`src/rtl/core/bpv_pkg.sv`:
```
// shared types, constants and control point tables for the bezier patch evaluator
package bpv_pkg;

  localparam int NUM_PATCHES        = 10;
  localparam int NUM_CONTROL_POINTS = 127;
  localparam int PATCH_W            = 4;
  localparam int CP_IDX_W           = 7;

  localparam logic [15:0]        PARAM_ONE  = 16'd32768;
  localparam logic [63:0]        LEN_THRESH = 64'd42949673;
  localparam logic signed [15:0] UNIT_Q14   = 16'sd16384;
  localparam logic [15:0]        SCALE_RESET = 16'd4096;

  // configuration register indexes
  localparam logic [3:0] REG_SCALE_FACTOR = 4'd0;
  localparam logic [3:0] REG_FRAME_MODE   = 4'd1;

  typedef logic signed [31:0] comp_t;
  typedef logic signed [15:0] unit_t;

  typedef enum logic [3:0] {
    S_IDLE, S_BAS1, S_BAS2, S_ACC, S_RND,
    S_NB_GO, S_NB_WAIT, S_NT_GO, S_NT_WAIT, S_CROSS,
    S_NN_GO, S_NN_WAIT, S_SCALE, S_FIN
  } state_t;

  typedef enum logic [2:0] {
    N_IDLE, N_SQ, N_SQRT, N_LOAD, N_DIV, N_DONE
  } norm_state_t;

  localparam logic [CP_IDX_W-1:0] PATCH_ROM [NUM_PATCHES][16] = '{
    '{7'd102,7'd103,7'd104,7'd105,7'd4,7'd5,7'd6,7'd7,
      7'd8,7'd9,7'd10,7'd11,7'd12,7'd13,7'd14,7'd15},
    '{7'd12,7'd13,7'd14,7'd15,7'd16,7'd17,7'd18,7'd19,
      7'd20,7'd21,7'd22,7'd23,7'd24,7'd25,7'd26,7'd27},
    '{7'd24,7'd25,7'd26,7'd27,7'd29,7'd30,7'd31,7'd32,
      7'd33,7'd34,7'd35,7'd36,7'd37,7'd38,7'd39,7'd40},
    '{7'd96,7'd96,7'd96,7'd96,7'd97,7'd98,7'd99,7'd100,
      7'd101,7'd101,7'd101,7'd101,7'd0,7'd1,7'd2,7'd3},
    '{7'd0,7'd1,7'd2,7'd3,7'd106,7'd107,7'd108,7'd109,
      7'd110,7'd111,7'd112,7'd113,7'd114,7'd115,7'd116,7'd117},
    '{7'd41,7'd42,7'd43,7'd44,7'd45,7'd46,7'd47,7'd48,
      7'd49,7'd50,7'd51,7'd52,7'd53,7'd54,7'd55,7'd56},
    '{7'd53,7'd54,7'd55,7'd56,7'd57,7'd58,7'd59,7'd60,
      7'd61,7'd62,7'd63,7'd64,7'd28,7'd65,7'd66,7'd67},
    '{7'd68,7'd69,7'd70,7'd71,7'd72,7'd73,7'd74,7'd75,
      7'd76,7'd77,7'd78,7'd79,7'd80,7'd81,7'd82,7'd83},
    '{7'd80,7'd81,7'd82,7'd83,7'd84,7'd85,7'd86,7'd87,
      7'd88,7'd89,7'd90,7'd91,7'd92,7'd93,7'd94,7'd95},
    '{7'd118,7'd118,7'd118,7'd118,7'd124,7'd122,7'd119,7'd121,
      7'd123,7'd126,7'd125,7'd120,7'd40,7'd39,7'd38,7'd37}
  };

  localparam logic signed [15:0] CP_ROM [NUM_CONTROL_POINTS][3] = '{
    '{16'sd819,16'sd0,16'sd11059},'{16'sd819,-16'sd459,16'sd11059},
    '{16'sd459,-16'sd819,16'sd11059},'{16'sd0,-16'sd819,16'sd11059},
    '{16'sd5478,16'sd0,16'sd10368},'{16'sd5478,-16'sd3068,16'sd10368},
    '{16'sd3068,-16'sd5478,16'sd10368},'{16'sd0,-16'sd5478,16'sd10368},
    '{16'sd5888,16'sd0,16'sd10368},'{16'sd5888,-16'sd3297,16'sd10368},
    '{16'sd3297,-16'sd5888,16'sd10368},'{16'sd0,-16'sd5888,16'sd10368},
    '{16'sd6144,16'sd0,16'sd9830},'{16'sd6144,-16'sd3441,16'sd9830},
    '{16'sd3441,-16'sd6144,16'sd9830},'{16'sd0,-16'sd6144,16'sd9830},
    '{16'sd7168,16'sd0,16'sd7680},'{16'sd7168,-16'sd4014,16'sd7680},
    '{16'sd4014,-16'sd7168,16'sd7680},'{16'sd0,-16'sd7168,16'sd7680},
    '{16'sd8192,16'sd0,16'sd5530},'{16'sd8192,-16'sd4588,16'sd5530},
    '{16'sd4588,-16'sd8192,16'sd5530},'{16'sd0,-16'sd8192,16'sd5530},
    '{16'sd8192,16'sd0,16'sd3686},'{16'sd8192,-16'sd4588,16'sd3686},
    '{16'sd4588,-16'sd8192,16'sd3686},'{16'sd0,-16'sd8192,16'sd3686},
    '{-16'sd8192,16'sd0,16'sd3686},'{16'sd8192,16'sd0,16'sd1843},
    '{16'sd8192,-16'sd4588,16'sd1843},'{16'sd4588,-16'sd8192,16'sd1843},
    '{16'sd0,-16'sd8192,16'sd1843},'{16'sd6144,16'sd0,16'sd922},
    '{16'sd6144,-16'sd3441,16'sd922},'{16'sd3441,-16'sd6144,16'sd922},
    '{16'sd0,-16'sd6144,16'sd922},'{16'sd6144,16'sd0,16'sd614},
    '{16'sd6144,-16'sd3441,16'sd614},'{16'sd3441,-16'sd6144,16'sd614},
    '{16'sd0,-16'sd6144,16'sd614},'{-16'sd6554,16'sd0,16'sd8294},
    '{-16'sd6554,-16'sd1229,16'sd8294},'{-16'sd6144,-16'sd1229,16'sd9216},
    '{-16'sd6144,16'sd0,16'sd9216},'{-16'sd9421,16'sd0,16'sd8294},
    '{-16'sd9421,-16'sd1229,16'sd8294},'{-16'sd10240,-16'sd1229,16'sd9216},
    '{-16'sd10240,16'sd0,16'sd9216},'{-16'sd11059,16'sd0,16'sd8294},
    '{-16'sd11059,-16'sd1229,16'sd8294},'{-16'sd12288,-16'sd1229,16'sd9216},
    '{-16'sd12288,16'sd0,16'sd9216},'{-16'sd11059,16'sd0,16'sd7373},
    '{-16'sd11059,-16'sd1229,16'sd7373},'{-16'sd12288,-16'sd1229,16'sd7373},
    '{-16'sd12288,16'sd0,16'sd7373},'{-16'sd11059,16'sd0,16'sd6451},
    '{-16'sd11059,-16'sd1229,16'sd6451},'{-16'sd12288,-16'sd1229,16'sd5530},
    '{-16'sd12288,16'sd0,16'sd5530},'{-16'sd10240,16'sd0,16'sd4608},
    '{-16'sd10240,-16'sd1229,16'sd4608},'{-16'sd10854,-16'sd1229,16'sd3840},
    '{-16'sd10854,16'sd0,16'sd3840},'{-16'sd8192,-16'sd1229,16'sd3686},
    '{-16'sd7782,-16'sd1229,16'sd2458},'{-16'sd7782,16'sd0,16'sd2458},
    '{16'sd6963,16'sd0,16'sd5837},'{16'sd6963,-16'sd2703,16'sd5837},
    '{16'sd6963,-16'sd2703,16'sd2458},'{16'sd6963,16'sd0,16'sd2458},
    '{16'sd10650,16'sd0,16'sd5837},'{16'sd10650,-16'sd2703,16'sd5837},
    '{16'sd12698,-16'sd2703,16'sd3379},'{16'sd12698,16'sd0,16'sd3379},
    '{16'sd9421,16'sd0,16'sd8602},'{16'sd9421,-16'sd1024,16'sd8602},
    '{16'sd9830,-16'sd1024,16'sd8294},'{16'sd9830,16'sd0,16'sd8294},
    '{16'sd11059,16'sd0,16'sd9830},'{16'sd11059,-16'sd1024,16'sd9830},
    '{16'sd13517,-16'sd1024,16'sd9830},'{16'sd13517,16'sd0,16'sd9830},
    '{16'sd11469,16'sd0,16'sd10138},'{16'sd11469,-16'sd1024,16'sd10138},
    '{16'sd14438,-16'sd1024,16'sd10214},'{16'sd14438,16'sd0,16'sd10214},
    '{16'sd11878,16'sd0,16'sd10138},'{16'sd11878,-16'sd614,16'sd10138},
    '{16'sd14131,-16'sd614,16'sd10291},'{16'sd14131,16'sd0,16'sd10291},
    '{16'sd11469,16'sd0,16'sd9830},'{16'sd11469,-16'sd614,16'sd9830},
    '{16'sd13107,-16'sd614,16'sd9830},'{16'sd13107,16'sd0,16'sd9830},
    '{16'sd0,16'sd0,16'sd12902},'{16'sd3277,16'sd0,16'sd12902},
    '{16'sd3277,-16'sd1843,16'sd12902},'{16'sd1843,-16'sd3277,16'sd12902},
    '{16'sd0,-16'sd3277,16'sd12902},'{16'sd0,16'sd0,16'sd11674},
    '{16'sd5734,16'sd0,16'sd9830},'{16'sd5734,-16'sd3211,16'sd9830},
    '{16'sd3211,-16'sd5734,16'sd9830},'{16'sd0,-16'sd5734,16'sd9830},
    '{16'sd1638,16'sd0,16'sd10445},'{16'sd1638,-16'sd918,16'sd10445},
    '{16'sd918,-16'sd1638,16'sd10445},'{16'sd0,-16'sd1638,16'sd10445},
    '{16'sd5325,16'sd0,16'sd10445},'{16'sd5325,-16'sd2982,16'sd10445},
    '{16'sd2982,-16'sd5325,16'sd10445},'{16'sd0,-16'sd5325,16'sd10445},
    '{16'sd5325,16'sd0,16'sd9830},'{16'sd5325,-16'sd2982,16'sd9830},
    '{16'sd2982,-16'sd5325,16'sd9830},'{16'sd0,-16'sd5325,16'sd9830},
    '{16'sd0,16'sd0,16'sd0},'{16'sd5837,-16'sd3269,16'sd0},
    '{16'sd6144,16'sd0,16'sd307},'{16'sd5837,16'sd0,16'sd0},
    '{16'sd3269,-16'sd5837,16'sd0},'{16'sd0,-16'sd6144,16'sd307},
    '{16'sd0,-16'sd5837,16'sd0},'{16'sd6144,-16'sd3441,16'sd307},
    '{16'sd3441,-16'sd6144,16'sd307}
  };

endpackage

```
`src/rtl/core/bpv_norm.sv`:
```
// vector normalizer: squared length, bit-serial square root and divider
module bpv_norm
  import bpv_pkg::*;
(
  input  logic        clk,
  input  logic        rst,
  input  logic        start,
  input  comp_t       vec_in [3],
  output logic        done,
  output logic [63:0] sq_out,
  output unit_t       unit_out [3]
);

  norm_state_t st, st_next;

  logic [31:0] mag [3];
  logic        neg [3];
  logic [63:0] sq;
  logic [63:0] rem;
  logic [63:0] root;
  logic [63:0] bitv;
  logic [46:0] num;
  logic [31:0] drem;
  logic [46:0] quo;
  logic [1:0]  idx;
  logic [5:0]  cnt;
  unit_t       unit_r [3];

  logic [63:0] sqp;
  logic [63:0] trial;
  logic [32:0] dr;
  logic        qb;
  logic [46:0] quo_fin;
  logic [15:0] qcap;
  logic [31:0] len;

  assign len   = root[31:0];
  assign sqp   = mag[idx] * mag[idx];
  assign trial = root + bitv;
  assign dr    = {drem, num[46]};
  assign qb    = (dr >= {1'b0, len});
  assign quo_fin = {quo[45:0], qb};
  assign qcap  = (quo_fin > 47'd16384) ? 16'd16384 : quo_fin[15:0];

  always_ff @(posedge clk) begin
    if (rst) begin
      st <= N_IDLE;
    end else begin
      st <= st_next;
    end
  end

  always_comb begin
    st_next = st;
    case (st)
      N_IDLE: if (start) st_next = N_SQ;
      N_SQ:   if (idx == 2'd2) st_next = N_SQRT;
      N_SQRT: if (cnt == 6'd31) st_next = N_LOAD;
      N_LOAD: begin
        if (len != 32'd0) st_next = N_DIV;
        else if (idx == 2'd2) st_next = N_DONE;
      end
      N_DIV: begin
        if (cnt == 6'd46) st_next = (idx == 2'd2) ? N_DONE : N_LOAD;
      end
      N_DONE: st_next = N_IDLE;
      default: st_next = N_IDLE;
    endcase
  end

  always_ff @(posedge clk) begin
    case (st)
      N_IDLE: begin
        if (start) begin
          for (int i = 0; i < 3; i++) begin
            neg[i] <= vec_in[i][31];
            mag[i] <= vec_in[i][31] ? (32'd0 - vec_in[i]) : vec_in[i];
          end
          sq  <= 64'd0;
          idx <= 2'd0;
        end
      end
      N_SQ: begin
        sq <= sq + sqp;
        if (idx == 2'd2) begin
          rem  <= sq + sqp;
          root <= 64'd0;
          bitv <= 64'h4000_0000_0000_0000;
          cnt  <= 6'd0;
          idx  <= 2'd0;
        end else begin
          idx <= idx + 2'd1;
        end
      end
      N_SQRT: begin
        if (rem >= trial) begin
          rem  <= rem - trial;
          root <= (root >> 1) + bitv;
        end else begin
          root <= root >> 1;
        end
        bitv <= bitv >> 2;
        cnt  <= cnt + 6'd1;
      end
      N_LOAD: begin
        if (len == 32'd0) begin
          unit_r[idx] <= 16'sd0;
          idx <= idx + 2'd1;
        end else begin
          num  <= {1'b0, mag[idx], 14'd0} + {16'd0, len[31:1]};
          drem <= 32'd0;
          quo  <= 47'd0;
          cnt  <= 6'd0;
        end
      end
      N_DIV: begin
        drem <= qb ? 32'(dr - {1'b0, len}) : dr[31:0];
        num  <= {num[45:0], 1'b0};
        quo  <= quo_fin;
        cnt  <= cnt + 6'd1;
        if (cnt == 6'd46) begin
          unit_r[idx] <= neg[idx] ? (16'sd0 - unit_t'(qcap)) : unit_t'(qcap);
          idx <= idx + 2'd1;
        end
      end
      default: ;
    endcase
  end

  assign done     = (st == N_DONE);
  assign sq_out   = sq;
  assign unit_out = unit_r;

endmodule
```
`config.mk`:
```
export PLATFORM = sky130hd
export DESIGN_NAME = bpv_norm
export DESIGN_NICKNAME = d
export VERILOG_FILES = /design/src/rtl/core/bpv_pkg.sv /design/src/rtl/core/bpv_norm.sv
export SDC_FILE = /design/constraint.sdc
export NUM_CORES = 2
export LEC_CHECK = 0
export ABC_AREA = 1
export ABC_CLOCK_PERIOD_IN_PS = 32800
export BUFFER_PORTS_ARGS = -buffer_cell sky130_fd_sc_hd__buf_4
export CORE_MARGIN = 2
export CORE_UTILIZATION = 55
export CTS_CLUSTER_DIAMETER = 40
export DETAILED_ROUTE_END_ITERATION = 10
export HOLD_SLACK_MARGIN = 0.03
export PLACE_DENSITY_LB_ADDON = 0.05
export SETUP_SLACK_MARGIN = 0.05
export SYNTH_ARGS = -nofsm -noshare
export SYNTH_HDL_FRONTEND = slang
export SYNTH_SLANG_ARGS = --single-unit
```
`constraint.sdc`:
```
create_clock -name clk -period 32.8 [get_ports clk]
set_input_delay 6.56 -clock clk [delete_from_list [all_inputs] [get_ports clk]]
set_output_delay 6.56 -clock clk [all_outputs]
set_load 0.005 [all_outputs]
```
==> run summary <==
The run finished with clean final reports. The wire length of the first global-routing pass is 338400 um, and the floorplan die height is 350.6 um. In the synthesized netlist the dominant register cell turns out to be edfxtp_1. At the pin with the least slew margin, the transition time is 1.228 ns. The tools report the buffer type at the clock tree root as clkbuf_16.

The routed length per placed instance is 22.81 um. For the area used by multi-input combinational logic, the log shows 43410 sq um. After clock tree synthesis, the clock-pin slew on the worst setup and hold paths is 0.06 ns. For the worst setup path, the data required time is 33.17 ns. CTS sink count: 509. The fraction of the mapped netlist area in compound gates is 0.09909. Of all nets on the critical path, the largest fanout is 34. Startpoint class of the critical path: a flip-flop. The count of nets left with antenna violations once routing finished came out at 0. The proportion of register bits with asynchronous set or reset after synthesis works out to 0. Yosys attributes the largest share of cell area to fa_1, edfxtp_1, inv_1.

After floorplanning, the core was divided into 127 placement rows. Hold repair after CTS inserted 0 buffers. Count of flip-flops with a built-in enable after synthesis: 504. TritonCTS built the clock tree.

The floorplan die area is 122900 sq um. The synthesized-area fraction occupied by and/or/nand/nor cells is 0.1640, and the total routing usage reported by global routing is 0.3694. The total area inside the core boundary comes to 119500 sq um.

Setup violations remaining at the end of the flow were counted as 0. The fraction of the yosys area taken by sequential cells came out at 0.2305. Detailed placement ended at an HPWL of 182800 um. The routing usage on met1 came out at 0.4858. The cell taking the most area after synthesis was fa_1. The buffer levels on the longest clock path came out at 3.

In the final layout, flip-flops and latches occupy 15230 sq um. The tools report the maximum achievable frequency as 0.09557 GHz. The share of synthesized area spent on multiplexers came out at 0.0001515. For the clock tree skew after final layout, the log shows 0.07018 ns. The parity-gate share of the synthesized area counting xor and xnor cells works out to 0.04426. The final period utilization was 0.3190; the deepest level of the CTS H-tree was 3. In this run the most used layer during global routing was met2.

The fraction of layout cells with a size suffix above 1 was 0.07193. After synthesis, the largest family of logic cells by area is adder cells. The tools report the weighted congestion at the end of routability-driven global placement as 0.9928.

Entering global routing, the biggest net connects 128 pins. At the worst endpoint, the arrival time is 10.83 ns. The boundary pin count is 212. The total length of routed wires was 224300 um; the number of global-route vias before repair was 56.16k. For this run, the post-layout net count is 9542. The run gives 0.5876 as the global routing usage on met2. The via count normalized by instance count is 5.631.

The worst slew slack as a fraction of its limit came out at 0.1782. The count of fill cells added during filler insertion is 10.73k. The number of DRC markers after the initial detailed-route iteration came out at 5070. The number of warnings printed during yosys synthesis came out at 0. The worst-case hold slack was 0.5191 ns; the flip-flop and latch count after synthesis was 509. The final hold violation count is 0, and the count of buffers inserted at the top-level ports is 211.

The library cells used most frequently in the layout, excluding fill and tap cells, are inv_1, nand2_1, nor2_1. After layout, the worst setup slack is 22.34 ns. After global routing the overflow that remains totals 0. STA classifies the critical path endpoint as a flip-flop. The cell count after synthesis is 7938, and the clock buffer count from CTS is 95. The tools report the number of antenna violations at the first check in global routing as 14. The path class of the tightest hold or removal check is flip-flop to flip-flop. The width of the die came out at 350.6 um.

The synthesized netlist occupies a cell area of 66090 sq um. The buffers inserted during post-CTS setup optimization was 0. The delay contributed by the slowest stage of the critical path was 0.71 ns. The synthesized net count was 9347; the sum of negative setup slack was 0 ns. The clock latency reported for the late side of the worst-skew pair was 0.73 ns; the met3 routing resource usage after global routing was 0.07952.

The synthesized area per cell was 8.326 sq um; the layout-stage area growth over the synthesis result was 10.51%. The DRC violations left was 0. The adder and majority cell fraction of the synthesized area came out at 0.3475. For the number of gates resized after cts, the log shows 0. The worst path in the final design needs a cycle of 10.46 ns, including I/O delays and setup. The total number of vias is 55.37k.

The critical path in this run is classified as flip-flop to flip-flop. The run gives 0.5531 as the starting density of the core. Before CTS, the worst setup slack after placement is 22.72 ns. Most common library cell in the layout ignoring fill and taps: inv_1. Among all stages on the critical path, the largest delay is contributed by inv_1. The first detailed-routing pass took 8 iterations.

Setup repair after global routing left no endpoint under its margin. Across the run, the number of max-cap violations was 0. The final count of pins violating max slew came out at 0. The area share of the leading cell type in the synthesized netlist is 0.2654, and the number of different library cells in the post-synthesis netlist is 68.
## cell families (layout without fill, tap and decap cells)
group | after synthesis | count (layout)
multiplexers | 1 | 1
other | 0 | 5
buffers and inverters | 1987 | 2265
AND/OR/NAND/NOR | 2639 | 2639
adder cells (fa/ha/maj) | 1310 | 1310
XOR/XNOR | 334 | 334
AO/OA/AOI/OAI | 1158 | 1158
flip-flops | 509 | 509
## registers in the layout, summed over array words and instances (netlist names), 3 cells and up, named ones only
name	count
bitv	32
cnt	6
drem	32
mag	96
neg	3
num	47
quo	46
rem	64
root	64
sq_out	64
st	3
unit_out	48
## layout make-up
class | count | share of cell area
multi-input cells | 5442 | 0.5943
flip-flops and latches | 509 | 0.2086
inverters | 1799 | 0.09250
clock buffers | 101 | 0.03286
repair buffers | 286 | 0.02957
well taps | 1612 | 0.02762
clock inverters | 79 | 0.01436
diodes | 5 | 0.0001713
## metal layers
layer	part of all wire	vias up	routed length, um
met3	0.090	525	20170
met4	0.049	16	10900
met2	0.46	2372	103600
li1	-	25330	-
met1	0.40	27130	89540
met5	0.00047	-	105
## metrics by stage
stage / instances / util / instance area, sq um
6_report: 9833 / 0.6112 / 73030
5_1_grt: 9828 / 0.6111 / 73020
4_1_cts: 9828 / 0.6111 / 73020
3_5_place_dp: 9648 / 0.5822 / 69570
3_3_place_gp: 9648 / 0.5822 / 69570
2_1_floorplan: 7938 / - / 66090
## cells in the mapped netlist (6+ instances only)
cell      number
a21o_1        36
nor4_1        39
o21ai_1       80
nand2_2        8
o21ai_0      397
nand3b_1      14
ha_1         434
buf_2         35
o21bai_1      29
o22ai_2       15
inv_1       1784
o21ai_2       13
a31oi_1       51
nand3_1      212
nor3_1        85
nand2_1     1165
nor2_1       991
buf_1         20
edfxtp_1     504
nand4_1       47
buf_4          6
a211oi_1       6
xor2_1       194
xnor2_1      140
clkbuf_1     122
or2_2         49
a21oi_1      412
and3_1         9
fa_1         876
o211ai_1      47
a21boi_0       6
inv_2         11
o21a_1        20
a221oi_1       8
## path summary, 6_finish.rpt
check,start,endpoint,slack [ns],cells past startpoint
setup / recovery,flip-flop,rem[51],22.34,33
hold / removal,st[1],st[1],0.52,2
setup reg to reg,flip-flop,rem[51],22.34,33
hold reg to reg,st[1],st[1],0.52,2
## worst max-delay path, delay by kind of cell (launching register included)
| kind | cells | cell delay (ns) |
|---|---|---|
| AOI/OAI and AO/OA | 8 | 1.79 |
| and+or+nand+nor | 3 | 0.26 |
| DFF | 1 | 0.34 |
| xor gates and xnor gates | 1 | 0.57 |
| buffers and inverters | 12 | 2.46 |
| adders and majority gates | 9 | 4.60 |
Power is left out: the tool's default activity adds up to more than one toggle a clock period on the data nets, which glitch-free logic cannot reach.
